File: config.mk
export PLATFORM = sky130hd
export DESIGN_NAME = hrpe_cfg_regs
export DESIGN_NICKNAME = d
export VERILOG_FILES = /design/src/hrpe_pkg.sv /design/src/hrpe_cfg_regs.sv
export SDC_FILE = /design/constraint.sdc
export NUM_CORES = 1
export LEC_CHECK = 0
export BUFFER_PORTS_ARGS = -buffer_cell sky130_fd_sc_hd__buf_4
export CORE_MARGIN = 2
export CORE_UTILIZATION = 45
export CTS_CLUSTER_DIAMETER = 100
export CTS_CLUSTER_SIZE = 25
export DETAILED_ROUTE_END_ITERATION = 7
export PLACE_DENSITY = 0.75
export SYNTH_ARGS = -nofsm -noshare
export SYNTH_HDL_FRONTEND = slang
export SYNTH_SLANG_ARGS = --single-unit
File: constraint.sdc
create_clock -name clk -period 1.4 [get_ports clk]
set_clock_uncertainty 0.05 [all_clocks]
set_input_delay 0.07 -clock clk [delete_from_list [all_inputs] [get_ports clk]]
set_output_delay 0.07 -clock clk [all_outputs]
set_load 0.02 [all_outputs]
File: src/hrpe_pkg.sv
package hrpe_pkg;

  localparam int unsigned FIELD_W   = 16;
  localparam int unsigned BYTE_W    = 8;
  localparam int unsigned CODE_W    = 7;
  localparam int unsigned CFG_IDX_W = 3;

  // log unit geometry: operand, integer part, fraction, mantissa
  localparam int unsigned LOGX_W   = 33;
  localparam int unsigned TOP_W    = 6;
  localparam int unsigned FRAC_W   = 16;
  localparam int unsigned LOG_W    = TOP_W + FRAC_W;
  localparam int unsigned MANT_W   = 32;
  localparam int unsigned SQ_STEPS = FRAC_W;
  localparam int unsigned LOG_LAT  = SQ_STEPS + 2;

  // register indexes
  localparam logic [CFG_IDX_W-1:0] CFG_IDX_AMP_FLOOR    = 3'd0;
  localparam logic [CFG_IDX_W-1:0] CFG_IDX_AMP_CEIL     = 3'd1;
  localparam logic [CFG_IDX_W-1:0] CFG_IDX_HIGH_FLOOR   = 3'd2;
  localparam logic [CFG_IDX_W-1:0] CFG_IDX_HIGH_CEIL    = 3'd3;
  localparam logic [CFG_IDX_W-1:0] CFG_IDX_LOW_FLOOR    = 3'd4;
  localparam logic [CFG_IDX_W-1:0] CFG_IDX_LOW_CEIL     = 3'd5;

  // amplitude break points, Q1.15
  localparam logic [FIELD_W-1:0] AMP_ZERO_MAX  = 16'd251;
  localparam logic [FIELD_W-1:0] AMP_TWO_MAX   = 16'd387;
  localparam logic [FIELD_W-1:0] AMP_LOG4_MAX  = 16'd3686;
  localparam logic [FIELD_W-1:0] AMP_LOG16_MAX = 16'd7372;

  localparam int unsigned AMP_K_W = 21;
  localparam logic [AMP_K_W-1:0] AMP_K_LOG4  = 21'd1196128;
  localparam logic [AMP_K_W-1:0] AMP_K_LOG16 = 21'd170256;
  localparam logic [AMP_K_W-1:0] AMP_K_LOG32 = 21'd8699;

  localparam logic [CODE_W-1:0] AMP_TWO_CODE = 7'd2;
  localparam logic [1:0]        BYTE3_TAG    = 2'b01;

  // rounding shifts for the scales 32, 4, 16, 32
  localparam logic [2:0] SH_FREQ  = 3'd5;
  localparam logic [2:0] SH_LOG4  = 3'd2;
  localparam logic [2:0] SH_LOG16 = 3'd4;
  localparam logic [2:0] SH_LOG32 = 3'd5;

  typedef enum logic [2:0] {
    RGN_ZERO,
    RGN_TWO,
    RGN_LOG4,
    RGN_LOG16,
    RGN_LOG32
  } amp_rgn_t;

  typedef struct packed {
    logic [FIELD_W-1:0] amp_floor;
    logic [FIELD_W-1:0] amp_ceiling;
    logic [FIELD_W-1:0] high_band_floor;
    logic [FIELD_W-1:0] high_band_ceiling;
    logic [FIELD_W-1:0] low_band_floor;
    logic [FIELD_W-1:0] low_band_ceiling;
  } cfg_t;

  localparam cfg_t CFG_RST = '{
    amp_floor:         16'd0,
    amp_ceiling:       16'd32768,
    high_band_floor:   16'd1308,
    high_band_ceiling: 16'd20041,
    low_band_floor:    16'd654,
    low_band_ceiling:  16'd10021
  };

  // per-beat flags that travel beside the log lanes
  typedef struct packed {
    logic     hf_zero;
    logic     lf_zero;
    amp_rgn_t ha_rgn;
    amp_rgn_t la_rgn;
  } side_t;

  typedef struct packed {
    logic [BYTE_W-1:0] word_byte0;
    logic [BYTE_W-1:0] word_byte1;
    logic [BYTE_W-1:0] word_byte2;
    logic [BYTE_W-1:0] word_byte3;
  } word_t;

  // Q16 log2 by repeated squaring, elaboration-time only
  function automatic logic [LOG_W-1:0] log2_q16_f(input logic [63:0] x);
    logic [5:0]        top;
    logic [63:0]       y;
    logic [FRAC_W-1:0] frac;
    top = '0;
    for (int i = 0; i < 64; i++) begin
      if (x[i]) top = 6'(i);
    end
    if (top >= 6'd31) y = x >> (top - 6'd31);
    else y = x << (6'd31 - top);
    frac = '0;
    for (int k = 0; k < FRAC_W; k++) begin
      y = (y * y) >> 31;
      frac = {frac[FRAC_W-2:0], 1'b0};
      if (y >= 64'h1_0000_0000) begin
        frac[0] = 1'b1;
        y = y >> 1;
      end
    end
    return {top, frac};
  endfunction

  localparam logic [LOG_W-1:0] LOG_HIGH_BASE  = log2_q16_f(64'd1280);
  localparam logic [LOG_W-1:0] LOG_LOW_BASE   = log2_q16_f(64'd640);
  localparam logic [LOG_W-1:0] LOG_AMP_BASE_A = log2_q16_f(64'd327680000);
  localparam logic [LOG_W-1:0] LOG_AMP_BASE_B = log2_q16_f(64'd32768000);

endpackage

File: src/hrpe_cfg_regs.sv
module hrpe_cfg_regs import hrpe_pkg::*; (
  input  logic                 clk,
  input  logic                 rst_n,
  input  logic                 cfg_we,
  input  logic [CFG_IDX_W-1:0] cfg_index,
  input  logic [FIELD_W-1:0]   cfg_wdata,
  output cfg_t                 cfg
);

  cfg_t cfg_r;
  cfg_t cfg_nxt;

  always_comb begin
    cfg_nxt = cfg_r;
    if (cfg_we) begin
      unique case (cfg_index)
        CFG_IDX_AMP_FLOOR:  cfg_nxt.amp_floor         = cfg_wdata;
        CFG_IDX_AMP_CEIL:   cfg_nxt.amp_ceiling       = cfg_wdata;
        CFG_IDX_HIGH_FLOOR: cfg_nxt.high_band_floor   = cfg_wdata;
        CFG_IDX_HIGH_CEIL:  cfg_nxt.high_band_ceiling = cfg_wdata;
        CFG_IDX_LOW_FLOOR:  cfg_nxt.low_band_floor    = cfg_wdata;
        CFG_IDX_LOW_CEIL:   cfg_nxt.low_band_ceiling  = cfg_wdata;
        default: ;  // unused indexes drop the write
      endcase
    end
  end

  always_ff @(posedge clk) begin
    if (!rst_n) begin
      cfg_r <= CFG_RST;
    end else begin
      cfg_r <= cfg_nxt;
    end
  end

  assign cfg = cfg_r;

endmodule

Yosys cells after proc, flatten, opt, wreduce, memory -nomap -nowiden
Index checks and enable logic that the tools add are counted.
{ "word_totals": {"register_bits": 96, "output_inout_bits": 96} }
{ "op_classes": {"n_eq_ne": 5, "reduce_logical": 7} }
{ "ops": {"columns": ["operator", "n"], "rows": [
  ["AND reduction 2 bit", 6],
  ["== test 3 x 2 -> 1 bit, second input constant", 2],
  ["== test 3 bit, second input constant", 2],
  ["== test 3 x 1 -> 1 bit, second input constant", 1],
  ["logical NOT 3 bit", 1]
]} }

Depth between registers and ports, before layout
{ "logic_depth": {"depth_word": 2, "mapped_depth": 5} }

Worst setup path after synthesis
No wires, ideal clock.
{ "synth_timing": {"kind": "in2reg", "startpoint": "in cfg_index[0]", "endpoint": "reg cfg_r (netlist bit cfg[92])", "setup_time_ns": 0.123, "arrival_ns": 1.119, "required_time_ns": 1.227, "path_slack_ns": 0.108, "path_stages": 5, "path_buffers": 3, "cell_sequence": "buf_2 or4b_1 buf_6 buf_12 mux2i_1"} }
{ "synth_between": {"elab_chain_cells": 2} }
{ "synth_lines": {"columns": ["element", "line_no", "text"], "rows": [
  ["start, declared", "hrpe_cfg_regs.sv:5", "input logic [CFG_IDX_W-1:0] cfg_index,"],
  ["logical NOT 3 bit", "hrpe_cfg_regs.sv:16", "unique case (cfg_index)"],
  ["AND reduction 2 bit (no source line)", null, null],
  ["end signal, assigned", "hrpe_cfg_regs.sv:32", "cfg_r <= cfg_nxt;"],
  ["end, declared", "hrpe_cfg_regs.sv:10", "cfg_t cfg_r;"]
]} }
Every way passes these cells.
A chain may end at the register's enable or synchronous reset.

Final worst setup path
{ "layout_timing": {"startpoint": "reg cfg_r (netlist bit cfg[92])", "endpoint": "out cfg[92] (netlist name)"} }
{ "layout_rtl": {"columns": ["element", "line_no", "text"], "rows": [
  ["end, declared", "hrpe_cfg_regs.sv:7", "output cfg_t cfg"]
]} }
No word-level cell between the ends.

==> results.json <==
{
  "grt_max_degree": 74,
  "p_int_uw": 3721,
  "drv_slew": 0,
  "finalNetCount": 507,
  "grt_use_total_pct": 21.51,
  "cp.arrival_ns": 0.88,
  "fin_crit_sh_pct": 71.21,
  "worst_slew_pin_slew_ns": 0.3543,
  "final_common_cell": "buf_4",
  "synth_seq_area_share_pct": 51.91,
  "setup_viol": 0,
  "critPathCaptureType": "output port",
  "clk_latency_ns": 0.35,
  "hold_start": "cfg_wdata[12]",
  "cts-buffers-inserted": 9,
  "clock-sinks": 96,
  "cp_num_buf_inv": 1,
  "crit_path_max_incr_delay_ns": 0.37,
  "area.growth.synth_to_final_pct": 36.74,
  "reg2reg_depth": 2,
  "pwr-share-seq_pct": 56.1,
  "ys_types": 14,
  "die_y_um": 94.71,
  "wl_per_cell_um": 15.54,
  "p_clk_share_pct": 33.0,
  "tns_ns": 0,
  "syn_inst": 357,
  "antenna_found_initial": 0,
  "ant_nets": 0,
  "yosys_register_bits": 96,
  "fin_crit_ns": 0.9969,
  "drt_iter0_markers": 59,
  "coreArea_um2": 8093,
  "grt_pass1_wl_mm": 14.82,
  "synth_nets": 379,
  "ir_worst_vdd_mv": 0.4828,
  "rr_endpoint": "cfg[92]",
  "post_cts_resized": 0,
  "min_to": "cfg[60]",
  "routed_wirelength_mm": 9.244,
  "drive_gt1_share_pct": 29.80,
  "antennaDiodeCount": 0,
  "p_switching_uw": 1320,
  "grt_pass1_vias": 2947,
  "cts_buffer_depth": 2,
  "start_kind": "flop",
  "swShare_pct": 26.19,
  "slowest_stage": "dfxtp_1",
  "cap_violations": 0,
  "final_util_pct": 62.55,
  "crit_family": "flip-flops",
  "viasPerCell": 4.849,
  "rows": 33,
  "path_class": "reg2out",
  "avgSynthCellArea_um2": 10.37,
  "die_w_um": 94.71,
  "overflow": 0,
  "boundaryPins": 118,
  "clk_pin_slew_ns": 0.09,
  "power_frac_comb_pct": 10.9,
  "worst-r2r-setup-slack_ns": 0.71,
  "layout_common_cells": "buf_4, mux2i_1, dfxtp_1",
  "p_total_uw": 5041,
  "vias": 2885,
  "dp.final_hpwl_mm": 6.579,
  "n_fill_cell": 703,
  "drtPass1Iterations": 4,
  "die_area_um2": 8969,
  "finalHoldViolations": 0,
  "largest_reg_flops": 96,
  "power-per-cell-area_nw_per_um2": 995.8,
  "start_util_pct": 45.75,
  "drc": 0,
  "cp_cell_sequence": "buf_4",
  "place_area_um2": 4732,
  "io_buffer_count": 117,
  "cts_tree": "built",
  "rsz0062_at_grt": "no",
  "design_area_um2": 5062,
  "netlist_area_um2": 3702,
  "htreeDepth": 3,
  "p_leak_uw": 0.002469,
  "min_path_type": "in2reg",
  "maxSlewHeadroom_pct": 76.36,
  "clockRootBuffer": "clkbuf_8",
  "crit_required_ns": 1.28,
  "yosys_warnings": 0,
  "fmaxAchievable_mhz": 1003,
  "finalWeightedCongestion": 0.7698,
  "whs_path_depth": 3,
  "status": "complete, no violations",
  "worstPathMaxFanout": 2,
  "r2r-start": "cfg[92]"
}
==> Yosys cell counts <==
cell | number | area (um2)
nor2b_1 | 40 | 250.2
nand4b_1 | 2 | 17.52
buf_6 | 1 | 11.26
nor4bb_1 | 3 | 30.03
nand4bb_1 | 2 | 22.52
buf_2 | 8 | 40.04
or4b_1 | 1 | 10.01
clkbuf_1 | 17 | 63.81
dfxtp_1 | 96 | 1922
buf_12 | 1 | 20.02
and4b_1 | 2 | 20.02
nand2_1 | 87 | 326.6
mux2i_1 | 96 | 960.9
buf_4 | 1 | 7.510
==> worst max-delay path by stage <==
| stage | start | to | slack [ns] | cells past startpoint |
|---|---|---|---|---|
| 2_1_floorplan | cfg_index[0] | cfg[92] | 0.11 | 5 |
| 3_3_place_gp | cfg_index[0] | cfg[94] | 0.12 | 4 |
| 3_5_place_dp | cfg_index[0] | cfg[92] | 0.10 | 4 |
| 4_1_cts | cfg[92] | cfg[92] | 0.38 | 1 |
| 5_1_grt | cfg[36] | cfg[36] | 0.35 | 1 |
| 6_report | cfg[92] | cfg[92] | 0.40 | 1 |
==> power groups by stage <==
stage	sequential (uW)	clock [uW]	combinational [uW]
2_1_floorplan	2960	0	220
3_3_place_gp	2890	0	511
3_5_place_dp	2890	0	522
4_1_cts	2830	1710	555
5_1_grt	2830	1820	592
6_report	2830	1660	551
==> kinds of logic (layout without fill, tap and decap cells) <==
| logic type | Yosys count | count (layout) | share of synthesized area [%] |
|---|---|---|---|
| multiplexers | 96 | 96 | 25.95 |
| buffers and inverters | 28 | 161 | 3.853 |
| AND/OR/NAND/NOR | 137 | 137 | 18.28 |
| flip-flops | 96 | 96 | 51.91 |
==> metal layers <==
metal | global-route usage, % | up-vias | share of wire [%]
li1 | - | 1433 | -
met1 | 27.09 | 1359 | 45
met2 | 36.35 | 84 | 49
met3 | 4.629 | 9 | 5.4
met4 | 7.609 | 0 | 0.89
met5 | 0 | - | 0
==> area by class of cell <==
class                      count  area (um2)  share of cell area (%)
multi-input combinational    233        1653                   32.65
tap                          105       131.4                   2.595
clock inverter                 6       52.55                   1.038
sequential                    96        1922                   37.96
timing repair buffer         145        1176                   23.23
clock buffer                  10       127.6                   2.521
==> per-stage QoR <==
step	cells	setup slack (ns)	hold slack, ns
after global placement	564	0.1166	0.2857
after CTS	595	0.3839	0.08328
final	595	0.4031	0.08645
after floorplan	357	0.1079	0.1865
after detailed placement	564	0.1020	0.3010
after global routing	595	0.3482	0.1145
==> timing repair <==
action	in CTS	in global routing
endpoints found under the hold margin	34	0
setup buffers	0	0
hold buffers	15	0
No activity file was read; power rests on OpenSTA's default activity.
