## config.mk

```make
export PLATFORM = sky130hd
export DESIGN_NAME = hrpe_out_skid_flat
export DESIGN_NICKNAME = d
export VERILOG_FILES = /design/src/hrpe_pkg.sv /design/src/hrpe_if.sv /design/src/hrpe_out_skid.sv /design/src/flat_wrapper.sv
export SDC_FILE = /design/constraint.sdc
export NUM_CORES = 1
export LEC_CHECK = 0
export ABC_AREA = 1
export BUFFER_PORTS_ARGS = -buffer_cell sky130_fd_sc_hd__buf_4
export CORE_ASPECT_RATIO = 0.75
export CORE_MARGIN = 5
export CORE_UTILIZATION = 40
export DETAILED_ROUTE_END_ITERATION = 16
export GPL_TIMING_DRIVEN = 0
export PLACE_DENSITY = 0.64
export SLEW_MARGIN = 40
export SYNTH_ARGS = -nofsm -noshare
export SYNTH_HDL_FRONTEND = slang
export SYNTH_SLANG_ARGS = --single-unit
```

## constraint.sdc

```tcl
create_clock -name clk -period 2.7 [get_ports clk]
set_clock_uncertainty 0.05 [all_clocks]
set_input_delay 0.27 -clock clk [delete_from_list [all_inputs] [get_ports clk]]
set_output_delay 0.27 -clock clk [all_outputs]
set_load 0.01 [all_outputs]
```

## src/hrpe_pkg.sv

```systemverilog
package hrpe_pkg;

  localparam int unsigned FIELD_W   = 16;
  localparam int unsigned BYTE_W    = 8;
  localparam int unsigned CODE_W    = 7;
  localparam int unsigned CFG_IDX_W = 3;

  // log unit geometry: operand, integer part, fraction, mantissa
  localparam int unsigned LOGX_W   = 33;
  localparam int unsigned TOP_W    = 6;
  localparam int unsigned FRAC_W   = 16;
  localparam int unsigned LOG_W    = TOP_W + FRAC_W;
  localparam int unsigned MANT_W   = 32;
  localparam int unsigned SQ_STEPS = FRAC_W;
  localparam int unsigned LOG_LAT  = SQ_STEPS + 2;

  // register indexes
  localparam logic [CFG_IDX_W-1:0] CFG_IDX_AMP_FLOOR    = 3'd0;
  localparam logic [CFG_IDX_W-1:0] CFG_IDX_AMP_CEIL     = 3'd1;
  localparam logic [CFG_IDX_W-1:0] CFG_IDX_HIGH_FLOOR   = 3'd2;
  localparam logic [CFG_IDX_W-1:0] CFG_IDX_HIGH_CEIL    = 3'd3;
  localparam logic [CFG_IDX_W-1:0] CFG_IDX_LOW_FLOOR    = 3'd4;
  localparam logic [CFG_IDX_W-1:0] CFG_IDX_LOW_CEIL     = 3'd5;

  // amplitude break points, Q1.15
  localparam logic [FIELD_W-1:0] AMP_ZERO_MAX  = 16'd251;
  localparam logic [FIELD_W-1:0] AMP_TWO_MAX   = 16'd387;
  localparam logic [FIELD_W-1:0] AMP_LOG4_MAX  = 16'd3686;
  localparam logic [FIELD_W-1:0] AMP_LOG16_MAX = 16'd7372;

  localparam int unsigned AMP_K_W = 21;
  localparam logic [AMP_K_W-1:0] AMP_K_LOG4  = 21'd1196128;
  localparam logic [AMP_K_W-1:0] AMP_K_LOG16 = 21'd170256;
  localparam logic [AMP_K_W-1:0] AMP_K_LOG32 = 21'd8699;

  localparam logic [CODE_W-1:0] AMP_TWO_CODE = 7'd2;
  localparam logic [1:0]        BYTE3_TAG    = 2'b01;

  // rounding shifts for the scales 32, 4, 16, 32
  localparam logic [2:0] SH_FREQ  = 3'd5;
  localparam logic [2:0] SH_LOG4  = 3'd2;
  localparam logic [2:0] SH_LOG16 = 3'd4;
  localparam logic [2:0] SH_LOG32 = 3'd5;

  typedef enum logic [2:0] {
    RGN_ZERO,
    RGN_TWO,
    RGN_LOG4,
    RGN_LOG16,
    RGN_LOG32
  } amp_rgn_t;

  typedef struct packed {
    logic [FIELD_W-1:0] amp_floor;
    logic [FIELD_W-1:0] amp_ceiling;
    logic [FIELD_W-1:0] high_band_floor;
    logic [FIELD_W-1:0] high_band_ceiling;
    logic [FIELD_W-1:0] low_band_floor;
    logic [FIELD_W-1:0] low_band_ceiling;
  } cfg_t;

  localparam cfg_t CFG_RST = '{
    amp_floor:         16'd0,
    amp_ceiling:       16'd32768,
    high_band_floor:   16'd1308,
    high_band_ceiling: 16'd20041,
    low_band_floor:    16'd654,
    low_band_ceiling:  16'd10021
  };

  // per-beat flags that travel beside the log lanes
  typedef struct packed {
    logic     hf_zero;
    logic     lf_zero;
    amp_rgn_t ha_rgn;
    amp_rgn_t la_rgn;
  } side_t;

  typedef struct packed {
    logic [BYTE_W-1:0] word_byte0;
    logic [BYTE_W-1:0] word_byte1;
    logic [BYTE_W-1:0] word_byte2;
    logic [BYTE_W-1:0] word_byte3;
  } word_t;

  // Q16 log2 by repeated squaring, elaboration-time only
  function automatic logic [LOG_W-1:0] log2_q16_f(input logic [63:0] x);
    logic [5:0]        top;
    logic [63:0]       y;
    logic [FRAC_W-1:0] frac;
    top = '0;
    for (int i = 0; i < 64; i++) begin
      if (x[i]) top = 6'(i);
    end
    if (top >= 6'd31) y = x >> (top - 6'd31);
    else y = x << (6'd31 - top);
    frac = '0;
    for (int k = 0; k < FRAC_W; k++) begin
      y = (y * y) >> 31;
      frac = {frac[FRAC_W-2:0], 1'b0};
      if (y >= 64'h1_0000_0000) begin
        frac[0] = 1'b1;
        y = y >> 1;
      end
    end
    return {top, frac};
  endfunction

  localparam logic [LOG_W-1:0] LOG_HIGH_BASE  = log2_q16_f(64'd1280);
  localparam logic [LOG_W-1:0] LOG_LOW_BASE   = log2_q16_f(64'd640);
  localparam logic [LOG_W-1:0] LOG_AMP_BASE_A = log2_q16_f(64'd327680000);
  localparam logic [LOG_W-1:0] LOG_AMP_BASE_B = log2_q16_f(64'd32768000);

endpackage

```

## src/hrpe_if.sv

```systemverilog


interface hrpe_out_if import hrpe_pkg::*; ();
  logic              valid;
  logic              ready;
  logic [BYTE_W-1:0] word_byte0;
  logic [BYTE_W-1:0] word_byte1;
  logic [BYTE_W-1:0] word_byte2;
  logic [BYTE_W-1:0] word_byte3;

  modport source (
    output valid, word_byte0, word_byte1, word_byte2, word_byte3,
    input  ready
  );
  modport sink (
    input  valid, word_byte0, word_byte1, word_byte2, word_byte3,
    output ready
  );
endinterface

```

## src/hrpe_out_skid.sv

```systemverilog
module hrpe_out_skid import hrpe_pkg::*; (
  input  logic              clk,
  input  logic              rst_n,
  input  logic              pipe_valid,
  input  word_t             pipe_word,
  output logic              en,
  hrpe_out_if.source        out_ch
);

  logic  out_valid_r;
  logic  out_valid_nxt;
  word_t out_word_r;
  word_t out_word_nxt;
  logic  skid_full_r;
  logic  skid_full_nxt;
  word_t skid_word_r;
  word_t skid_word_nxt;
  logic  take;

  assign take = !out_valid_r || out_ch.ready;

  always_comb begin
    out_valid_nxt = out_valid_r;
    out_word_nxt  = out_word_r;
    skid_full_nxt = skid_full_r;
    skid_word_nxt = skid_word_r;
    if (take) begin
      if (skid_full_r) begin
        out_valid_nxt = 1'b1;
        out_word_nxt  = skid_word_r;
        skid_full_nxt = 1'b0;
      end else begin
        out_valid_nxt = pipe_valid;
        out_word_nxt  = pipe_word;
      end
    end else if (pipe_valid && !skid_full_r) begin
      // output stalled, park the arriving beat
      skid_full_nxt = 1'b1;
      skid_word_nxt = pipe_word;
    end
  end

  always_ff @(posedge clk) begin
    if (!rst_n) begin
      out_valid_r <= 1'b0;
      skid_full_r <= 1'b0;
    end else begin
      out_valid_r <= out_valid_nxt;
      skid_full_r <= skid_full_nxt;
    end
  end

  always_ff @(posedge clk) begin
    out_word_r  <= out_word_nxt;
    skid_word_r <= skid_word_nxt;
  end

  assign en                = !skid_full_r;
  assign out_ch.valid      = out_valid_r;
  assign out_ch.word_byte0 = out_word_r.word_byte0;
  assign out_ch.word_byte1 = out_word_r.word_byte1;
  assign out_ch.word_byte2 = out_word_r.word_byte2;
  assign out_ch.word_byte3 = out_word_r.word_byte3;

endmodule

```

## src/flat_wrapper.sv

```systemverilog
// flat-port wrapper written by rule: the top's interface ports become plain ports
module hrpe_out_skid_flat import hrpe_pkg::*;
  (clk, rst_n, pipe_valid, pipe_word, en, out_ch_valid, out_ch_word_byte0, out_ch_word_byte1, out_ch_word_byte2, out_ch_word_byte3, out_ch_ready);
  hrpe_out_if out_ch_i ();
  input  logic clk;
  input  logic rst_n;
  input  logic pipe_valid;
  input  word_t pipe_word;
  output logic en;
  output wire logic [$bits(out_ch_i.valid)-1:0] out_ch_valid;
  output wire logic [$bits(out_ch_i.word_byte0)-1:0] out_ch_word_byte0;
  output wire logic [$bits(out_ch_i.word_byte1)-1:0] out_ch_word_byte1;
  output wire logic [$bits(out_ch_i.word_byte2)-1:0] out_ch_word_byte2;
  output wire logic [$bits(out_ch_i.word_byte3)-1:0] out_ch_word_byte3;
  input wire logic [$bits(out_ch_i.ready)-1:0] out_ch_ready;
  assign out_ch_valid = out_ch_i.valid;
  assign out_ch_word_byte0 = out_ch_i.word_byte0;
  assign out_ch_word_byte1 = out_ch_i.word_byte1;
  assign out_ch_word_byte2 = out_ch_i.word_byte2;
  assign out_ch_word_byte3 = out_ch_i.word_byte3;
  assign out_ch_i.ready = out_ch_ready;
  hrpe_out_skid u_core (.clk(clk), .rst_n(rst_n), .pipe_valid(pipe_valid), .pipe_word(pipe_word), .en(en), .out_ch(out_ch_i));
endmodule
```

* Yosys cells after proc, flatten, opt, wreduce, memory -nomap -nowiden *
Cells that the tools add are included.

storage, ports and cells
  register bits after elaboration = 66
  output and inout port bits = 34

operators by class
  bitwise gates (word level) = 2
  muxes and demuxes = 2
  reduce and logical (&&, ||, !) cells = 6

operators with widths
  operator             count
  2-to-1 mux 32 bit    1
  zero test 1 bit      2
  inverter 1 bit       2
  AND reduction 2 bit  1
  OR reduction 2 bit   1
  logical AND 1 bit    1
  logical OR 1 bit     1
  2-to-1 mux 1 bit     1

* Logic depth before layout (Yosys ltp) *
  depth in word-level cells = 4
  gate-level depth with buffers = 5

* Least setup slack after synthesis *
Ideal clock, no wire load.

  kind = reg2reg
  start = register u_core.out_valid_r, in the netlist u_core.out_ch.valid
  end = register u_core.skid_word_r[0] (netlist bit) (enable)
  required time = 2.228 ns
  stages on the path, launching flop included = 3
  setup slack = -0.366 ns
  library setup time = 0.422 ns
  arrival time = 2.594 ns
  cells stage by stage = dfxtp_1 > nand2_1 > nor2_1

on the way
  cells in the longest elaborated chain, start to end = 4

ends and longest elaborated chain
  what                           line                 text
  start, declared                hrpe_out_skid.sv:10  logic out_valid_r;
  start signal, assigned         hrpe_out_skid.sv:48  out_valid_r <= out_valid_nxt;
  zero test 1 bit                hrpe_out_skid.sv:20  assign take = !out_valid_r || out_ch.ready;
  logical OR 1 bit               hrpe_out_skid.sv:20
  net u_core.take                hrpe_out_skid.sv:18  logic take;
  inverter 1 bit (no line)       n/a
  AND reduction 2 bit (no line)  n/a
  end signal, assigned           hrpe_out_skid.sv:55  skid_word_r <= skid_word_nxt;
  end, declared                  hrpe_out_skid.sv:16  word_t skid_word_r;

The timed path passes the listed nets, and every way through them passes these cells.
A chain may end at the register's enable or synchronous reset.

* Final worst setup path *
  start = register u_core.out_valid_r, in the netlist u_core.out_ch.valid
  end = register u_core.skid_word_r[26] (netlist bit) (enable)

Same word-level chain as after synthesis.

==> qor.csv <==
metric;value;unit
synth.distinct_cells;12;
postPlaceCellArea;0.00319;sq mm
crit_type;flip-flop to flip-flop;
gr-total-overflow;0;
dp_hpwl;3.12;mm
fin_crit;1760;ps
die_h;78.6;um
power.density;630;mW/mm^2
holdBufCountCts;0;
crit_chain;nand2_2 > nor2_4 > buf_16;
ioPinCount;70;
crit_family;simple AND/OR/NAND/NOR gates;
gp_congestion;0.702;
clock_sinks;66;
rsz0062_at_grt;no;
final_nets;297;
setup_ws;943;ps
root_buffer;clkbuf_8;
seq_area_frac_synth;78.3;%
whs;67.5;ps
ys_seq_elements;66;
grtUsageMet2;19.1;%
dp_worst_setup_slack;827;ps
drv_cap;0;
total_power;2.12;mW
ctsLongestPathBuffers;2;
synth_fp_nets;215;
synth_top_cell_area_share;76.7;%
first_global_vias;1453;
yosysWarnings;0;
crit_path_end_kind;flip-flop;
layout_common_cells;nand2_1, buf_4, edfxtp_1;
initial_core_util;40.5;%
postSynthCellCount;179;
path_clk_slew;80;ps
wire_per_inst;13.0;um
hold_viol;0;
worst_pin_slew;556;ps
worst-path-buf-inv;1;
place_inst;331;
antenna_cells;0;
syn_area_per_cell;14.0;sq um
die_w;101;um
gr-usage-met3;5.86;%
stdcell_count;347;
cp_slowest_cell;nor2_4;
final_antenna_net_count;0;
layout-drive-gt1-share;43.2;%
initialDrtViolationCount;42;
io_buffer_count;69;
clk_latency;330;ps
drt-pass1-iter-count;4;
status;complete, no violations;
cp_data_required_time;2690;ps
vias_per_cell;4.34;
timing.fmax;569;MHz
power.leakage;1.43;nW
cp_max_fo;17;
core;0.00619;sq mm
slew_headroom;62.8;%
cts_tree;done;
drc;0;
grt_max_degree;22;
grtUsageMet1;14.8;%
vdd_ir_drop_max;0.327;mV
crit_path_start_kind;flip-flop;
syn-cell-area;0.00251;sq mm
design_area;0.00336;sq mm
hp-class;input pin to flip-flop;
dieArea;0.00796;sq mm
syn2layout_area_growth;34.1;%
htreeDepth;3;
vias;1506;
post_cts_resized;0;
fp-row-count;25;
post_cts_buffers;0;
period_share;65.1;%
grt_antenna_before_repair;0;
crit_path_max_incr_delay;550;ps
wirelength;4.51;mm
cts_buffers;9;
synth_top_area_cell;edfxtp_1;
final_common_cell;nand2_1;
setup_viol;0;
grt_pass1_wl;7.19;mm
drv_slew;0;
fillers;536;
crit_arrival;1750;ps
busiest_layer;met2;
grt_use_total;12.2;%
synthTopCellsByArea;edfxtp_1, nand2_1, nand2_2;
## registers in the layout, indices dropped and copies added (netlist names)
register and cells:
u_core.skid_word_r 32, u_core.out_ch.word_byte0 8, u_core.out_ch.word_byte1 8, u_core.out_ch.word_byte2 8, u_core.out_ch.word_byte3 8, u_core.out_ch.valid 1, u_core.skid_full_r 1
## final cells by class
class                           instances  area, sq um  share of cell area, %
Sequential cell                        66         1960                   58.4
Timing Repair Buffer                   71          573                   17.1
Multi-Input combinational cell        104          450                   13.4
Clock buffer                            9          124                   3.69
Tap cell                               81          101                   3.02
Buffer                                  7         88.8                   2.64
Clock inverter                          7         46.3                   1.38
Inverter                                2         15.0                  0.447
## report_power, final
| part | internal [mW] | leakage [nW] | switching, mW |
|---|---|---|---|
| Combinational | 0.112 | 0.704 | 0.0988 |
| Clock | 0.329 | 0.0826 | 0.375 |
| Sequential | 1.19 | 0.640 | 0.0155 |
## through the flow
stage          util [%]  setup TNS [ps]
2_1_floorplan         -               0
3_3_place_gp       50.5          -23590
3_5_place_dp       51.5               0
4_1_cts            54.3               0
5_1_grt            54.3               0
6_report           54.3               0
## path summary, 6_finish.rpt
path                                         start                                     to  slack (ps)  cells after the start
setup / recovery  u_core.out_ch.valid$_SDFFE_PN0P_       u_core.skid_word_r[26]$_DFFE_PP_         940                      3
hold / removal                        pipe_word[9]        u_core.skid_word_r[9]$_DFFE_PP_          70                      1
setup reg to reg  u_core.out_ch.valid$_SDFFE_PN0P_       u_core.skid_word_r[26]$_DFFE_PP_         940                      3
hold reg to reg   u_core.skid_word_r[18]$_DFFE_PP_  u_core.out_ch.word_byte1[2]$_DFFE_PP_         470                      2
## layer usage
metal,wire (um),share of wire (%)
met2,2190,48
met4,17,0.38
met5,0,0
met1,1950,43
met3,361,8.0
## synth_stat cells (all sizes together)
| master | number |
|---|---|
| edfxtp | 64 |
| dfxtp | 2 |
| inv | 2 |
| buf | 7 |
| nand2 | 99 |
| o21ai | 1 |
| nor2 | 3 |
| nand3 | 1 |
## cells by family (layout without fill, tap and decap cells)
family          count (synthesis)  in the layout  synth area share [%]
compound gates                  1              1                 0.200
buf+inv                         9             96                  4.14
flops                          66             66                  78.3
simple gates                  103            103                  17.4
Power figures use the tool's default switching activity.
