`src/hrpe_pkg.sv`:
```
package hrpe_pkg;

  localparam int unsigned FIELD_W   = 16;
  localparam int unsigned BYTE_W    = 8;
  localparam int unsigned CODE_W    = 7;
  localparam int unsigned CFG_IDX_W = 3;

  // log unit geometry: operand, integer part, fraction, mantissa
  localparam int unsigned LOGX_W   = 33;
  localparam int unsigned TOP_W    = 6;
  localparam int unsigned FRAC_W   = 16;
  localparam int unsigned LOG_W    = TOP_W + FRAC_W;
  localparam int unsigned MANT_W   = 32;
  localparam int unsigned SQ_STEPS = FRAC_W;
  localparam int unsigned LOG_LAT  = SQ_STEPS + 2;

  // register indexes
  localparam logic [CFG_IDX_W-1:0] CFG_IDX_AMP_FLOOR    = 3'd0;
  localparam logic [CFG_IDX_W-1:0] CFG_IDX_AMP_CEIL     = 3'd1;
  localparam logic [CFG_IDX_W-1:0] CFG_IDX_HIGH_FLOOR   = 3'd2;
  localparam logic [CFG_IDX_W-1:0] CFG_IDX_HIGH_CEIL    = 3'd3;
  localparam logic [CFG_IDX_W-1:0] CFG_IDX_LOW_FLOOR    = 3'd4;
  localparam logic [CFG_IDX_W-1:0] CFG_IDX_LOW_CEIL     = 3'd5;

  // amplitude break points, Q1.15
  localparam logic [FIELD_W-1:0] AMP_ZERO_MAX  = 16'd251;
  localparam logic [FIELD_W-1:0] AMP_TWO_MAX   = 16'd387;
  localparam logic [FIELD_W-1:0] AMP_LOG4_MAX  = 16'd3686;
  localparam logic [FIELD_W-1:0] AMP_LOG16_MAX = 16'd7372;

  localparam int unsigned AMP_K_W = 21;
  localparam logic [AMP_K_W-1:0] AMP_K_LOG4  = 21'd1196128;
  localparam logic [AMP_K_W-1:0] AMP_K_LOG16 = 21'd170256;
  localparam logic [AMP_K_W-1:0] AMP_K_LOG32 = 21'd8699;

  localparam logic [CODE_W-1:0] AMP_TWO_CODE = 7'd2;
  localparam logic [1:0]        BYTE3_TAG    = 2'b01;

  // rounding shifts for the scales 32, 4, 16, 32
  localparam logic [2:0] SH_FREQ  = 3'd5;
  localparam logic [2:0] SH_LOG4  = 3'd2;
  localparam logic [2:0] SH_LOG16 = 3'd4;
  localparam logic [2:0] SH_LOG32 = 3'd5;

  typedef enum logic [2:0] {
    RGN_ZERO,
    RGN_TWO,
    RGN_LOG4,
    RGN_LOG16,
    RGN_LOG32
  } amp_rgn_t;

  typedef struct packed {
    logic [FIELD_W-1:0] amp_floor;
    logic [FIELD_W-1:0] amp_ceiling;
    logic [FIELD_W-1:0] high_band_floor;
    logic [FIELD_W-1:0] high_band_ceiling;
    logic [FIELD_W-1:0] low_band_floor;
    logic [FIELD_W-1:0] low_band_ceiling;
  } cfg_t;

  localparam cfg_t CFG_RST = '{
    amp_floor:         16'd0,
    amp_ceiling:       16'd32768,
    high_band_floor:   16'd1308,
    high_band_ceiling: 16'd20041,
    low_band_floor:    16'd654,
    low_band_ceiling:  16'd10021
  };

  // per-beat flags that travel beside the log lanes
  typedef struct packed {
    logic     hf_zero;
    logic     lf_zero;
    amp_rgn_t ha_rgn;
    amp_rgn_t la_rgn;
  } side_t;

  typedef struct packed {
    logic [BYTE_W-1:0] word_byte0;
    logic [BYTE_W-1:0] word_byte1;
    logic [BYTE_W-1:0] word_byte2;
    logic [BYTE_W-1:0] word_byte3;
  } word_t;

  // Q16 log2 by repeated squaring, elaboration-time only
  function automatic logic [LOG_W-1:0] log2_q16_f(input logic [63:0] x);
    logic [5:0]        top;
    logic [63:0]       y;
    logic [FRAC_W-1:0] frac;
    top = '0;
    for (int i = 0; i < 64; i++) begin
      if (x[i]) top = 6'(i);
    end
    if (top >= 6'd31) y = x >> (top - 6'd31);
    else y = x << (6'd31 - top);
    frac = '0;
    for (int k = 0; k < FRAC_W; k++) begin
      y = (y * y) >> 31;
      frac = {frac[FRAC_W-2:0], 1'b0};
      if (y >= 64'h1_0000_0000) begin
        frac[0] = 1'b1;
        y = y >> 1;
      end
    end
    return {top, frac};
  endfunction

  localparam logic [LOG_W-1:0] LOG_HIGH_BASE  = log2_q16_f(64'd1280);
  localparam logic [LOG_W-1:0] LOG_LOW_BASE   = log2_q16_f(64'd640);
  localparam logic [LOG_W-1:0] LOG_AMP_BASE_A = log2_q16_f(64'd327680000);
  localparam logic [LOG_W-1:0] LOG_AMP_BASE_B = log2_q16_f(64'd32768000);

endpackage

```
`src/hrpe_code_pack.sv`:
```
module hrpe_code_pack import hrpe_pkg::*; (
  input  logic             clk,
  input  logic             en,
  input  logic [LOG_W-1:0] log_hf,
  input  logic [LOG_W-1:0] log_lf,
  input  logic [LOG_W-1:0] log_ha,
  input  logic [LOG_W-1:0] log_la,
  input  side_t            side,
  output word_t            word
);

  localparam int unsigned M_W = LOG_W + 6;
  localparam int unsigned V_W = M_W - FRAC_W;

  // round (d * 2^sh) / 2^16 to nearest, clip to 0..127
  function automatic logic [CODE_W-1:0] log_code(
    input logic [LOG_W-1:0] lg,
    input logic [LOG_W-1:0] base,
    input logic [2:0]       sh
  );
    logic [LOG_W:0]      d;
    logic [M_W-1:0]      m;
    logic [V_W-1:0]      v;
    logic [CODE_W-1:0]   code;
    d = {1'b0, lg} - {1'b0, base};
    m = (M_W'(d[LOG_W-1:0]) << sh) + M_W'(32'd32768);
    v = m[M_W-1:FRAC_W];
    if (d[LOG_W] || (d == '0)) code = '0;
    else if (|v[V_W-1:CODE_W]) code = '1;
    else code = v[CODE_W-1:0];
    return code;
  endfunction

  function automatic logic [CODE_W-1:0] amp_code(
    input amp_rgn_t         rgn,
    input logic [LOG_W-1:0] lg
  );
    logic [CODE_W-1:0] code;
    case (rgn)
      RGN_ZERO:  code = '0;
      RGN_TWO:   code = AMP_TWO_CODE;
      RGN_LOG4:  code = log_code(lg, LOG_AMP_BASE_A, SH_LOG4);
      RGN_LOG16: code = log_code(lg, LOG_AMP_BASE_A, SH_LOG16);
      RGN_LOG32: code = log_code(lg, LOG_AMP_BASE_B, SH_LOG32);
      default:   code = '0;
    endcase
    return code;
  endfunction

  logic [CODE_W-1:0] fh;
  logic [CODE_W-1:0] fl;
  logic [CODE_W-1:0] ah;
  logic [CODE_W-1:0] al;
  word_t             word_nxt;
  word_t             word_r;

  assign fh = side.hf_zero ? '0 : log_code(log_hf, LOG_HIGH_BASE, SH_FREQ);
  assign fl = side.lf_zero ? '0 : log_code(log_lf, LOG_LOW_BASE, SH_FREQ);
  assign ah = amp_code(side.ha_rgn, log_ha);
  assign al = amp_code(side.la_rgn, log_la);

  always_comb begin
    word_nxt.word_byte0 = {fh[CODE_W-2:0], 2'b00};
    word_nxt.word_byte1 = {ah, fh[CODE_W-1]};
    word_nxt.word_byte2 = {al[0], fl};
    word_nxt.word_byte3 = {BYTE3_TAG, al[CODE_W-1:1]};
  end

  always_ff @(posedge clk) begin
    if (en) begin
      word_r <= word_nxt;
    end
  end

  assign word = word_r;

endmodule

```
`config.mk`:
```
export PLATFORM = sky130hd
export DESIGN_NAME = hrpe_code_pack
export DESIGN_NICKNAME = d
export VERILOG_FILES = /design/src/hrpe_pkg.sv /design/src/hrpe_code_pack.sv
export SDC_FILE = /design/constraint.sdc
export NUM_CORES = 1
export LEC_CHECK = 0
export BUFFER_PORTS_ARGS = -buffer_cell sky130_fd_sc_hd__buf_2
export CAP_MARGIN = 20
export CORE_ASPECT_RATIO = 1.5
export CORE_MARGIN = 5
export CORE_UTILIZATION = 55
export CTS_CLUSTER_DIAMETER = 40
export DETAILED_ROUTE_END_ITERATION = 8
export PLACE_DENSITY_LB_ADDON = 0.08
export SYNTH_ARGS = -nofsm -noshare
export SYNTH_HDL_FRONTEND = slang
export SYNTH_SLANG_ARGS = --single-unit
```
`constraint.sdc`:
```
create_clock -name clk -period 7.39 [get_ports clk]
set_clock_uncertainty 0.05 [all_clocks]
set_input_delay 1.1085 -clock clk [delete_from_list [all_inputs] [get_ports clk]]
set_output_delay 1.1085 -clock clk [all_outputs]
set_load 0.02 [all_outputs]
```
Yosys cells after proc, flatten, opt, wreduce, memory -nomap -nowiden --
Cells that the tools add are included.
Storage, ports and cells: flip-flop bits (word level) 28, input bits 98
Cells by class: $add $sub $neg 14, eq/ne operators 8, multiplexer cells 16, reduce and logical (&&, ||, !) cells 22
Operator list (count):
- $logic_not 23->1 | 6
- $add 27x16->28 const B | 4
- $mux 7 | 14
- $sub 22x21->23 const B | 4
- $pmux 7 s4 | 2
- $add 26x16->27 const B | 2
- $add 24x16->25 const B | 2
- $sub 22x20->23 const B | 2
- $reduce_or 5->1 | 8
- $eq 3x2->1 const B | 4
- $eq 3x1->1 const B | 2
- $eq 3x3->1 const B | 2
- $logic_or 1x1->1 | 6
- $reduce_or 2->1 | 2

Depth between registers and ports, before layout --
Gate-level depths: netlist (run 1).
depth after elaboration 6, gate-level depth with buffers 15, mapped depth without buffers 14

Least setup slack after synthesis (run 1) --
No wires, ideal clock.
path kind input to register, start input port log_ha[10], end register word_r (netlist bit word[22]), data pin, library setup time 0.180 ns, arrival time 3.890 ns, required time 7.160 ns, slack 3.270 ns, stages 13, buffers on the path 2, path through buf_2 nor2_1 nor2_1 or4_1 clkbuf_1 xnor2_1 ha_1 nand3_1 o22ai_1 nand2_1 a311oi_4 nor3_1 o41ai_2
Between the ends: word-level cells in the longest chain between the ends 6, elaborated cells between the ends (all ways) 19
Ends and longest elaborated chain:
- start, declared | line hrpe_code_pack.sv:6 | input logic [LOG_W-1:0] log_ha,
- $sub 22x21->23 | line hrpe_code_pack.sv:25 | d = {1'b0, lg} - {1'b0, base};
- $add 27x16->28 (tied with other cells) | line hrpe_code_pack.sv:26 | m = (M_W'(d[LOG_W-1:0]) << sh) + M_W'(32'd32768);
- $reduce_or 5->1 | line hrpe_code_pack.sv:29 | else if (|v[V_W-1:CODE_W]) code = '1;
- $mux 7 | line hrpe_code_pack.sv:29
- $mux 7 | line hrpe_code_pack.sv:28 | if (d[LOG_W] || (d == '0)) code = '0;
- $pmux 7 s4 (*) | line hrpe_code_pack.sv:39 | case (rgn)
- net ah[5] | line hrpe_code_pack.sv:52 | logic [CODE_W-1:0] ah;
- end signal, assigned | line hrpe_code_pack.sv:71 | word_r <= word_nxt;
- end, declared | line hrpe_code_pack.sv:55 | word_t word_r;
Mark *: on every way through the listed nets, which the timed path passes. The rest lies on a longest branch. A chain may end at the register's enable or synchronous reset.

Worst setup path after layout (run 1) --
start input port log_la[6], end register word_r (netlist bit word[0]), data pin
Between the ends: word-level cells in the longest chain between the ends 6, elaborated cells between the ends (all ways) 19
Ends and longest elaborated chain:
- start, declared | line hrpe_code_pack.sv:7 | input logic [LOG_W-1:0] log_la,
- $sub 22x21->23 | line hrpe_code_pack.sv:25
- $add 27x16->28 (tied with other cells) | line hrpe_code_pack.sv:26
- $reduce_or 5->1 | line hrpe_code_pack.sv:29
- $mux 7 | line hrpe_code_pack.sv:29
- $mux 7 | line hrpe_code_pack.sv:28
- $pmux 7 s4 (*) | line hrpe_code_pack.sv:39
- net al[1] | line hrpe_code_pack.sv:53 | logic [CODE_W-1:0] al;
Marked as above.

==> results of run 1 <==
[path summary, 6_finish.rpt]
path | start | to | slack [ps] | cells after the start
max | log_la[6] | word[0]$_DFFE_PP_ | 3100 | 12
min | log_hf[21] | word[27]$_SDFFCE_PP0P_ | 1210 | 3
[final cells by class]
class | instances | area [um2] | share of cell area (%)
clock buffer | 3 | 75.07 | 1.384
clock inverter | 1 | 30.03 | 0.5536
inverter | 29 | 108.9 | 2.007
multi-input combinational | 510 | 3610 | 66.55
sequential | 28 | 840.8 | 15.50
tap | 107 | 133.9 | 2.468
timing repair buffer | 125 | 625.6 | 11.53
[cells in the final DEF, fill, tap and decap left out, types with 5 or more instances in the layout]
| cell | count |
|---|---|
| mux2i_1 | 9 |
| ha_1 | 12 |
| or4_1 | 6 |
| a21o_1 | 8 |
| o31ai_1 | 8 |
| and3_1 | 11 |
| o21ai_0 | 21 |
| o2111ai_1 | 10 |
| o21a_1 | 5 |
| inv_1 | 28 |
| o211ai_1 | 7 |
| nand2b_1 | 7 |
| nor4_1 | 7 |
| o21bai_1 | 5 |
| xnor2_1 | 42 |
| nor2_1 | 41 |
| edfxtp_1 | 28 |
| nor3b_1 | 6 |
| nor2b_1 | 12 |
| nand2_1 | 53 |
| or3_1 | 11 |
| a21oi_1 | 37 |
| nand4_1 | 10 |
| nand3_1 | 18 |
| xor2_1 | 20 |
| buf_2 | 125 |
| nor3_1 | 20 |
[synthesized netlist by cell type, drive strengths merged, types with 6 or more instances]
cell type  count  share of area [%]
nor3          22                2.6
inv           28                2.2
or3           12                1.7
mux2i          9                1.9
ha            12                3.2
xnor2         43                8.2
edfxtp        28                 18
nor4           8                1.4
nand2         54                4.4
a21oi         38                4.3
o211ai        10                2.1
nor2          41                3.3
or4            6               0.96
nand2b         7               0.93
and3          11                1.5
clkbuf        21                1.7
buf           12                1.6
nand3         19                2.1
nor3b          6               0.96
o21ai         26                3.0
a21o           8                1.3
xor2          20                3.7
o31ai          9                1.5
o2111ai       10                1.9
nand4         10                1.3
nor2b         12                1.6
[cells by family after synthesis]
group                    count (synthesis)
flip-flops                              28
multiplexers                            12
adder cells (fa/ha/maj)                 15
XOR/XNOR                                63
AO/OA/AOI/OAI                          172
buffers and inverters                   62
other                                    2
AND/OR/NAND/NOR                        244
[power groups by stage]
stage	sequential, mW	combinational [mW]	clock (mW)
final	0.198	0.297	0.157
after global routing	0.200	0.325	0.166
after CTS	0.199	0.295	0.159
after detailed placement	0.202	0.293	0
after global placement	0.201	0.289	0
after floorplan	0.222	0.177	0
[metal layers]
metal / up-vias / routed length (um)
met4: 0 / 356
met1: 2297 / 5467
met2: 163 / 7097
li1: 2452 / -
met3: 28 / 673
met5: - / 0
[through the flow]
stage	power [mW]	instances	util, %	hold slack, ps	setup WS [ps]
after floorplan	0.3998	600	-	1171	3270
after global placement	0.4902	799	63.22	1473	2990
after detailed placement	0.4951	799	63.22	1482	2834
after global routing	0.6908	803	64.47	1247	2846
final	0.6523	803	64.47	1211	3096
after CTS	0.6530	803	64.47	1210	3131
==> run summary, run 1 <==
Primary FF master, synth: edfxtp_1
Share of layout cells above drive strength 1: 24.14%
Syn_area_per_cell: 7.873 um2
Rel. slew slack: 57.29%
First-pass GRT wire length: 22.02 mm
CTS buffer count: 3
M1 GR Usage: 29.39%
Compound-cell area share of the yosys netlist: 28.81%
Root Driver: clkbuf_16
Status: finished, final reports clean
Vias per inst: 6.152
RSZ-0062 raised after global routing: no
Top Usage Layer GRT: met2
Slew @ Worst Pin: 635.7 ps
Ant diodes: 0
Antenna-violating nets left: 0
Static leakage: 2.213 nW
Comb pwr share: 45.5%
Die Wd: 85.55 um
Core area: 8413 um2
Sequential share of power: 30.4%
Drt total wl: 13.59 mm
Met3 GRT Util: 2.267%
Largest net degree at the start of global routing: 29
Synth Area in Simple Gates: 29.21%
Psw: 0.2354 mW
CP Class: in2reg
Final hold vios: 0
Peak supply drop: 0.09072 mV
Multiplexer share of the synthesized area: 2.631%
Final Wtd Congestion: 0.9592
Clock Tree Buf Depth: 2
Die Footprint: 10550 um2
Mapped Area: 4708 um2
Worst min path class: in2reg
Setup repair bufs after CTS: 0
Kind of end point of the critical path: register
Cells after Synth: 598
Max reg flops: 28
Async S/R FF share, synth: 0%
Met2 usage: 47.76%
Post-DR wirelength/cell: 16.93 um
Sw frac: 36.09%
Post-synth cell types: 100
Clk slew on worst S/H paths: 70 ps
Buf/Inv on CP: 1
MaxCap Viol Count: 0
P_int: 0.4169 mW
Placed instance area: 5319 um2
Register bit total from synthesis: 28
Total track usage: 25.16%
CP Launch Type: primary input
TNS Setup: 0 ps
Sequential share of the synthesized area: 17.86%
Critical-path maximum fanout: 8
Max H-tree Level: 1
Largest family of logic cells by synthesized area: simple AND/OR/NAND/NOR gates
Port-buffer cells: 125
Vias in the first global route: 4777
Fin area: 5424 um2
Clock share of power: 24.1%
Post-Synth XOR/XNOR Area: 11.88%
Clk sink count: 28
Final critical-path share of the clock period: 58.10%
DR pass1 iterations: 5
Cts hold-fix bufs: 0
Data required, critical path: 7340 ps
# rows: 41
Ys Warns: 0
PD cells: 120.3 nW/um2
Synth Area in Adders: 3.827%
Layout fillers: 768
Initial DRC count: 216
I/O pins: 130
Max-slew violations: 0
Number of flops mapped to enable cells by yosys: 28
Initial Utilization: 55.96%
HPWL after detailed placement: 11.11 mm
Remaining global-route overflow: 0
Layout area overhead: 15.20%
CP delay by family, top: simple AND/OR/NAND/NOR gates
Setup violators final: 0
Post_cts resized: 0
Crit-path cells: buf_2 > nor3_2 > a211oi_4 > a21oi_1 > xor2_1 > ha_1 > nand3_1 > a2bb2oi_2 > or2_4 > o211ai_4 > o22ai_2 > or4b_1
Initial antenna violation count: 0
Worst EP arrival: 4250 ps
Fin nets: 807
Final worst path period need: 4294 ps
Die H: 123.3 um
Via count: 4940
Crit-path slowest cell: or4b_1
Fmax: 0.2329 GHz
Crit-path max cell delay: 500 ps
DRC: 0
CTS tree: done
Note: power is estimated with default switching activity, not from simulation.
==> run 2, diff against run 1 <==
Settings changed: CORE_UTILIZATION 55 to 49.
Clock period 7.39 ns to 3.84 ns, I/O delays scaled along.
==> run summary, run 2 (same netlist as run 1, synthesis figures left out) <==
Setup WS post-layout: 277.3 ps
Vias per inst: 6.150
Worst EP arrival: 3510 ps
Commonest non-fill, non-tap cell in the layout: buf_2
Data required, critical path: 3790 ps
HPWL after detailed placement: 11.28 mm
# rows: 43
Cts hold-fix bufs: 0
Critical-path maximum fanout: 7
Ant diodes: 0
Largest net degree at the start of global routing: 29
Status: finished, final reports clean
Clk sink count: 28
Final Non-Filler Cells: 818
Initial antenna violation count: 0
Clk slew on worst S/H paths: 60 ps
RSZ-0062 raised after global routing: no
Die Wd: 90.04 um
Via count: 5031
Post-DR wirelength/cell: 16.70 um
TNS Setup: 0 ps
Core area: 9308 um2
CTS tree: done
Share of layout cells above drive strength 1: 25.21%
Vias in the first global route: 4931
Max-slew violations: 0
Pre-CTS WS: 66.04 ps
Final critical-path share of the clock period: 92.78%
Fmax: 0.2807 GHz
MaxCap Viol Count: 0
Peak supply drop: 0.2634 mV
Max H-tree Level: 1
Port-buffer cells: 125
Setup violators final: 0
Worst min path class: in2reg
Commonest cells after routing, fill and taps aside: buf_2, nand2_1, xnor2_1, nor2_1, a21oi_1
Remaining global-route overflow: 0
Initial DRC count: 257
DRC: 0
Final Wtd Congestion: 0.9397
Fin nets: 817
Layout fillers: 888
Total track usage: 22.49%
CP Launch Type: primary input
Dpl cells: 814
Slew @ Worst Pin: 636.8 ps
Kind of end point of the critical path: register
Antenna-violating nets left: 0
Die H: 130.1 um
First-pass GRT wire length: 22.63 mm
Die Footprint: 11710 um2
CP Class: in2reg
Final hold vios: 0
Post-layout util: 59.15%
Fin area: 5505 um2
Layout area overhead: 16.93%
Root Driver: clkbuf_16
DR pass1 iterations: 5
Static leakage: 2.262 nW
Placed instance area: 5400 um2
Setup repair bufs after CTS: 0
Drt total wl: 13.66 mm
Rel. slew slack: 57.22%
Initial Utilization: 50.58%
Post_cts resized: 0
I/O pins: 130
PD cells: 229.4 nW/um2
Clock Tree Buf Depth: 2
Final worst path period need: 3563 ps
Max reg flops: 28
CTS buffer count: 3
-- run 2: metrics by stage --
stage / total power, mW / hold WS, ps
after floorplan: 0.7695 / 638.5
after global placement: 0.9538 / 936.9
after detailed placement: 0.9638 / 959.2
after CTS: 1.268 / 692.4
after global routing: 1.341 / 706.7
final: 1.263 / 701.3
-- run 2: power breakdown --
part / switching (mW) / total (mW) / leakage (nW) / internal, mW
clock: 0.0929 / 0.300 / 0.0511 / 0.207
combinational: 0.353 / 0.582 / 1.94 / 0.228
sequential: 0.00791 / 0.381 / 0.271 / 0.373
-- run 2: layout make-up --
class / instances / area, um2 / share of cell area [%]
clock buffer: 3 / 75.07 / 1.364
clock inverter: 1 / 30.03 / 0.5455
inverter: 29 / 108.9 / 1.977
multi-input combinational: 510 / 3610 / 65.57
sequential: 28 / 840.8 / 15.27
tap: 112 / 140.1 / 2.545
timing repair buffer: 135 / 700.7 / 12.73
-- run 2: layer usage --
metal  track usage [%]  wire, um  up-vias
met2             41.98      7166      166
met4             8.151       331        0
met3             3.114       665       26
li1                  -         -     2479
met1             26.10      5499     2360
met5                 0         0        -
-- run 2: final timing paths --
check	startpoint	to	slack, ps	cells past startpoint
worst max-delay path	log_la[3]	word[2]$_DFFE_PP_	280	13
worst min-delay path	log_hf[21]	word[16]$_SDFFCE_PP0P_	700	3
-- run 2: critical path, stage by stage --
cell and delay [ps]:
buf_2 120, and3_1 190, a211o_2 340, and3_1 240
xnor2_1 270, ha_1 210, nand4b_1 100, nor4_1 180
o2111ai_1 160, a21oi_1 160, or4_1 260, a2bb2o_2 320
or3_1 380
==> run 3, diff against run 2 <==
Settings changed: MAX_ROUTING_LAYER set to met4, SLEW_MARGIN set to 20.
==> run summary, run 3 (same netlist as run 1, synthesis figures left out) <==
Status: finished, final reports clean
CP Class: in2reg
MaxCap Viol Count: 0
Max-slew violations: 0
Hold Crit Endpoint: word[16]$_SDFFCE_PP0P_
Crit-path cells: buf_2 > and3_1 > a211o_2 > and3_1 > nand2_1 > xnor2_1 > inv_1 > ha_1 > nand4b_1 > nor4_1 > o2111ai_1 > a21oi_1 > or4_1 > a2bb2o_2 > or3_1
HPWL after detailed placement: 11.37 mm
Max reg flops: 28
Layout area overhead: 17.09%
Post_cts resized: 0
Fin area: 5513 um2
Remaining global-route overflow: 0
Vias per inst: 6.107
Initial DRC count: 198
Antenna-violating nets left: 0
DR pass1 iterations: 4
Layout fillers: 899
Die Footprint: 11710 um2
Static leakage: 2.267 nW
Max H-tree Level: 1
Largest net degree at the start of global routing: 29
Final critical-path share of the clock period: 90.13%
Vias in the first global route: 4925
# rows: 43
Share of layout cells above drive strength 1: 25.32%
Worst EP arrival: 3410 ps
Final Wtd Congestion: 0.9706
Die Wd: 90.04 um
Cts hold-fix bufs: 0
Setup crit start: log_la[3]
Post-DR wirelength/cell: 16.65 um
DRC: 0
CTS buffer count: 3
Rel. slew slack: 54.61%
First-pass GRT wire length: 22.54 mm
Port-buffer cells: 125
I/O pins: 130
Critical-path maximum fanout: 7
Total track usage: 23.02%
Initial Utilization: 50.58%
Drt total wl: 13.64 mm
Placed instance area: 5408 um2
Fin nets: 818
Sequential cell area: 840.8 um2
Die H: 130.1 um
Final worst path period need: 3461 ps
Ant diodes: 0
Setup violators final: 0
Crit-path slowest cell: or3_1
Commonest cells after routing, fill and taps aside: buf_2, nand2_1, xnor2_1, nor2_1, a21oi_1
Root Driver: clkbuf_16
Crit-path max cell delay: 370 ps
Peak supply drop: 0.2127 mV
TNS Setup: 0 ps
Initial antenna violation count: 0
Slew @ Worst Pin: 675.1 ps
Final hold vios: 0
Worst Hold Launch: log_hf[21]
Multi-input gate area: 3610 um2
CTS tree: done
Commonest non-fill, non-tap cell in the layout: buf_2
CP Launch Type: primary input
Clock Tree Buf Depth: 2
RSZ-0062 raised after global routing: no
Worst min path class: in2reg
Core area: 9308 um2
Crit path top cell by count: and3_1
Clk slew on worst S/H paths: 60 ps
Kind of end point of the critical path: register
Clk sink count: 28
Via count: 5002
Setup repair bufs after CTS: 0
Data required, critical path: 3790 ps
Fmax: 0.2889 GHz
PD cells: 228.8 nW/um2
Hold path cells: 3
Post-layout util: 59.23%
run 3: cell count changes in the layout (fill, tap and decap cells not counted), sizes merged:
cell | previous run | this run
buf | 135 | 136
run 3: worst max-delay path by stage:
| stage | to | slack (ps) | depth (start not counted) |
|---|---|---|---|
| 2_1_floorplan | word[22]$_DFFE_PP_ | 250 | 13 |
| 3_3_place_gp | word[17]$_DFFE_PP_ | 200 | 13 |
| 3_5_place_dp | word[2]$_DFFE_PP_ | 120 | 15 |
| 4_1_cts | word[2]$_DFFE_PP_ | 370 | 15 |
| 5_1_grt | word[18]$_DFFE_PP_ | 110 | 13 |
| 6_report | word[2]$_DFFE_PP_ | 380 | 15 |
run 3: critical path, delay by kind of cell:
kind	cells	cell delay, ps
buf+inv	2	190
compound gates	4	980
xor+xnor	1	90
fa+ha+maj	1	150
simple gates	7	1440
run 3: through the flow:
step | total power [mW] | setup WS, ps | hold slack, ps | std cells
2_1_floorplan | 0.7695 | 252.3 | 638.5 | 600
3_3_place_gp | 0.9558 | 195.3 | 936.9 | 815
3_5_place_dp | 0.9642 | 115.7 | 947.5 | 815
4_1_cts | 1.266 | 368.8 | 683.4 | 819
5_1_grt | 1.341 | 112.8 | 713.1 | 819
6_report | 1.262 | 379.1 | 690.2 | 819
run 3: final cells by class:
cell class	count	area share (%)
multi-input combinational	510	65.48
sequential	28	15.25
timing repair buffer	136	12.85
tap	112	2.542
inverter	29	1.975
clock buffer	3	1.362
clock inverter	1	0.5447
run 3: routing by layer:
layer  vias to the layer above  wire length [um]  global-route usage, %
met1                      2351              5438                  24.97
met4                         0               330                  6.924
met5                         -                 0                      -
met3                        26               694                  2.999
li1                       2473                 -                      -
met2                       152              7177                  43.53
run 3: report_power, final:
part           switching, mW  internal [mW]  total (mW)
sequential           0.00790          0.373       0.381
combinational          0.351          0.229       0.581
clock                 0.0924          0.207       0.300
total                  0.452          0.810        1.26
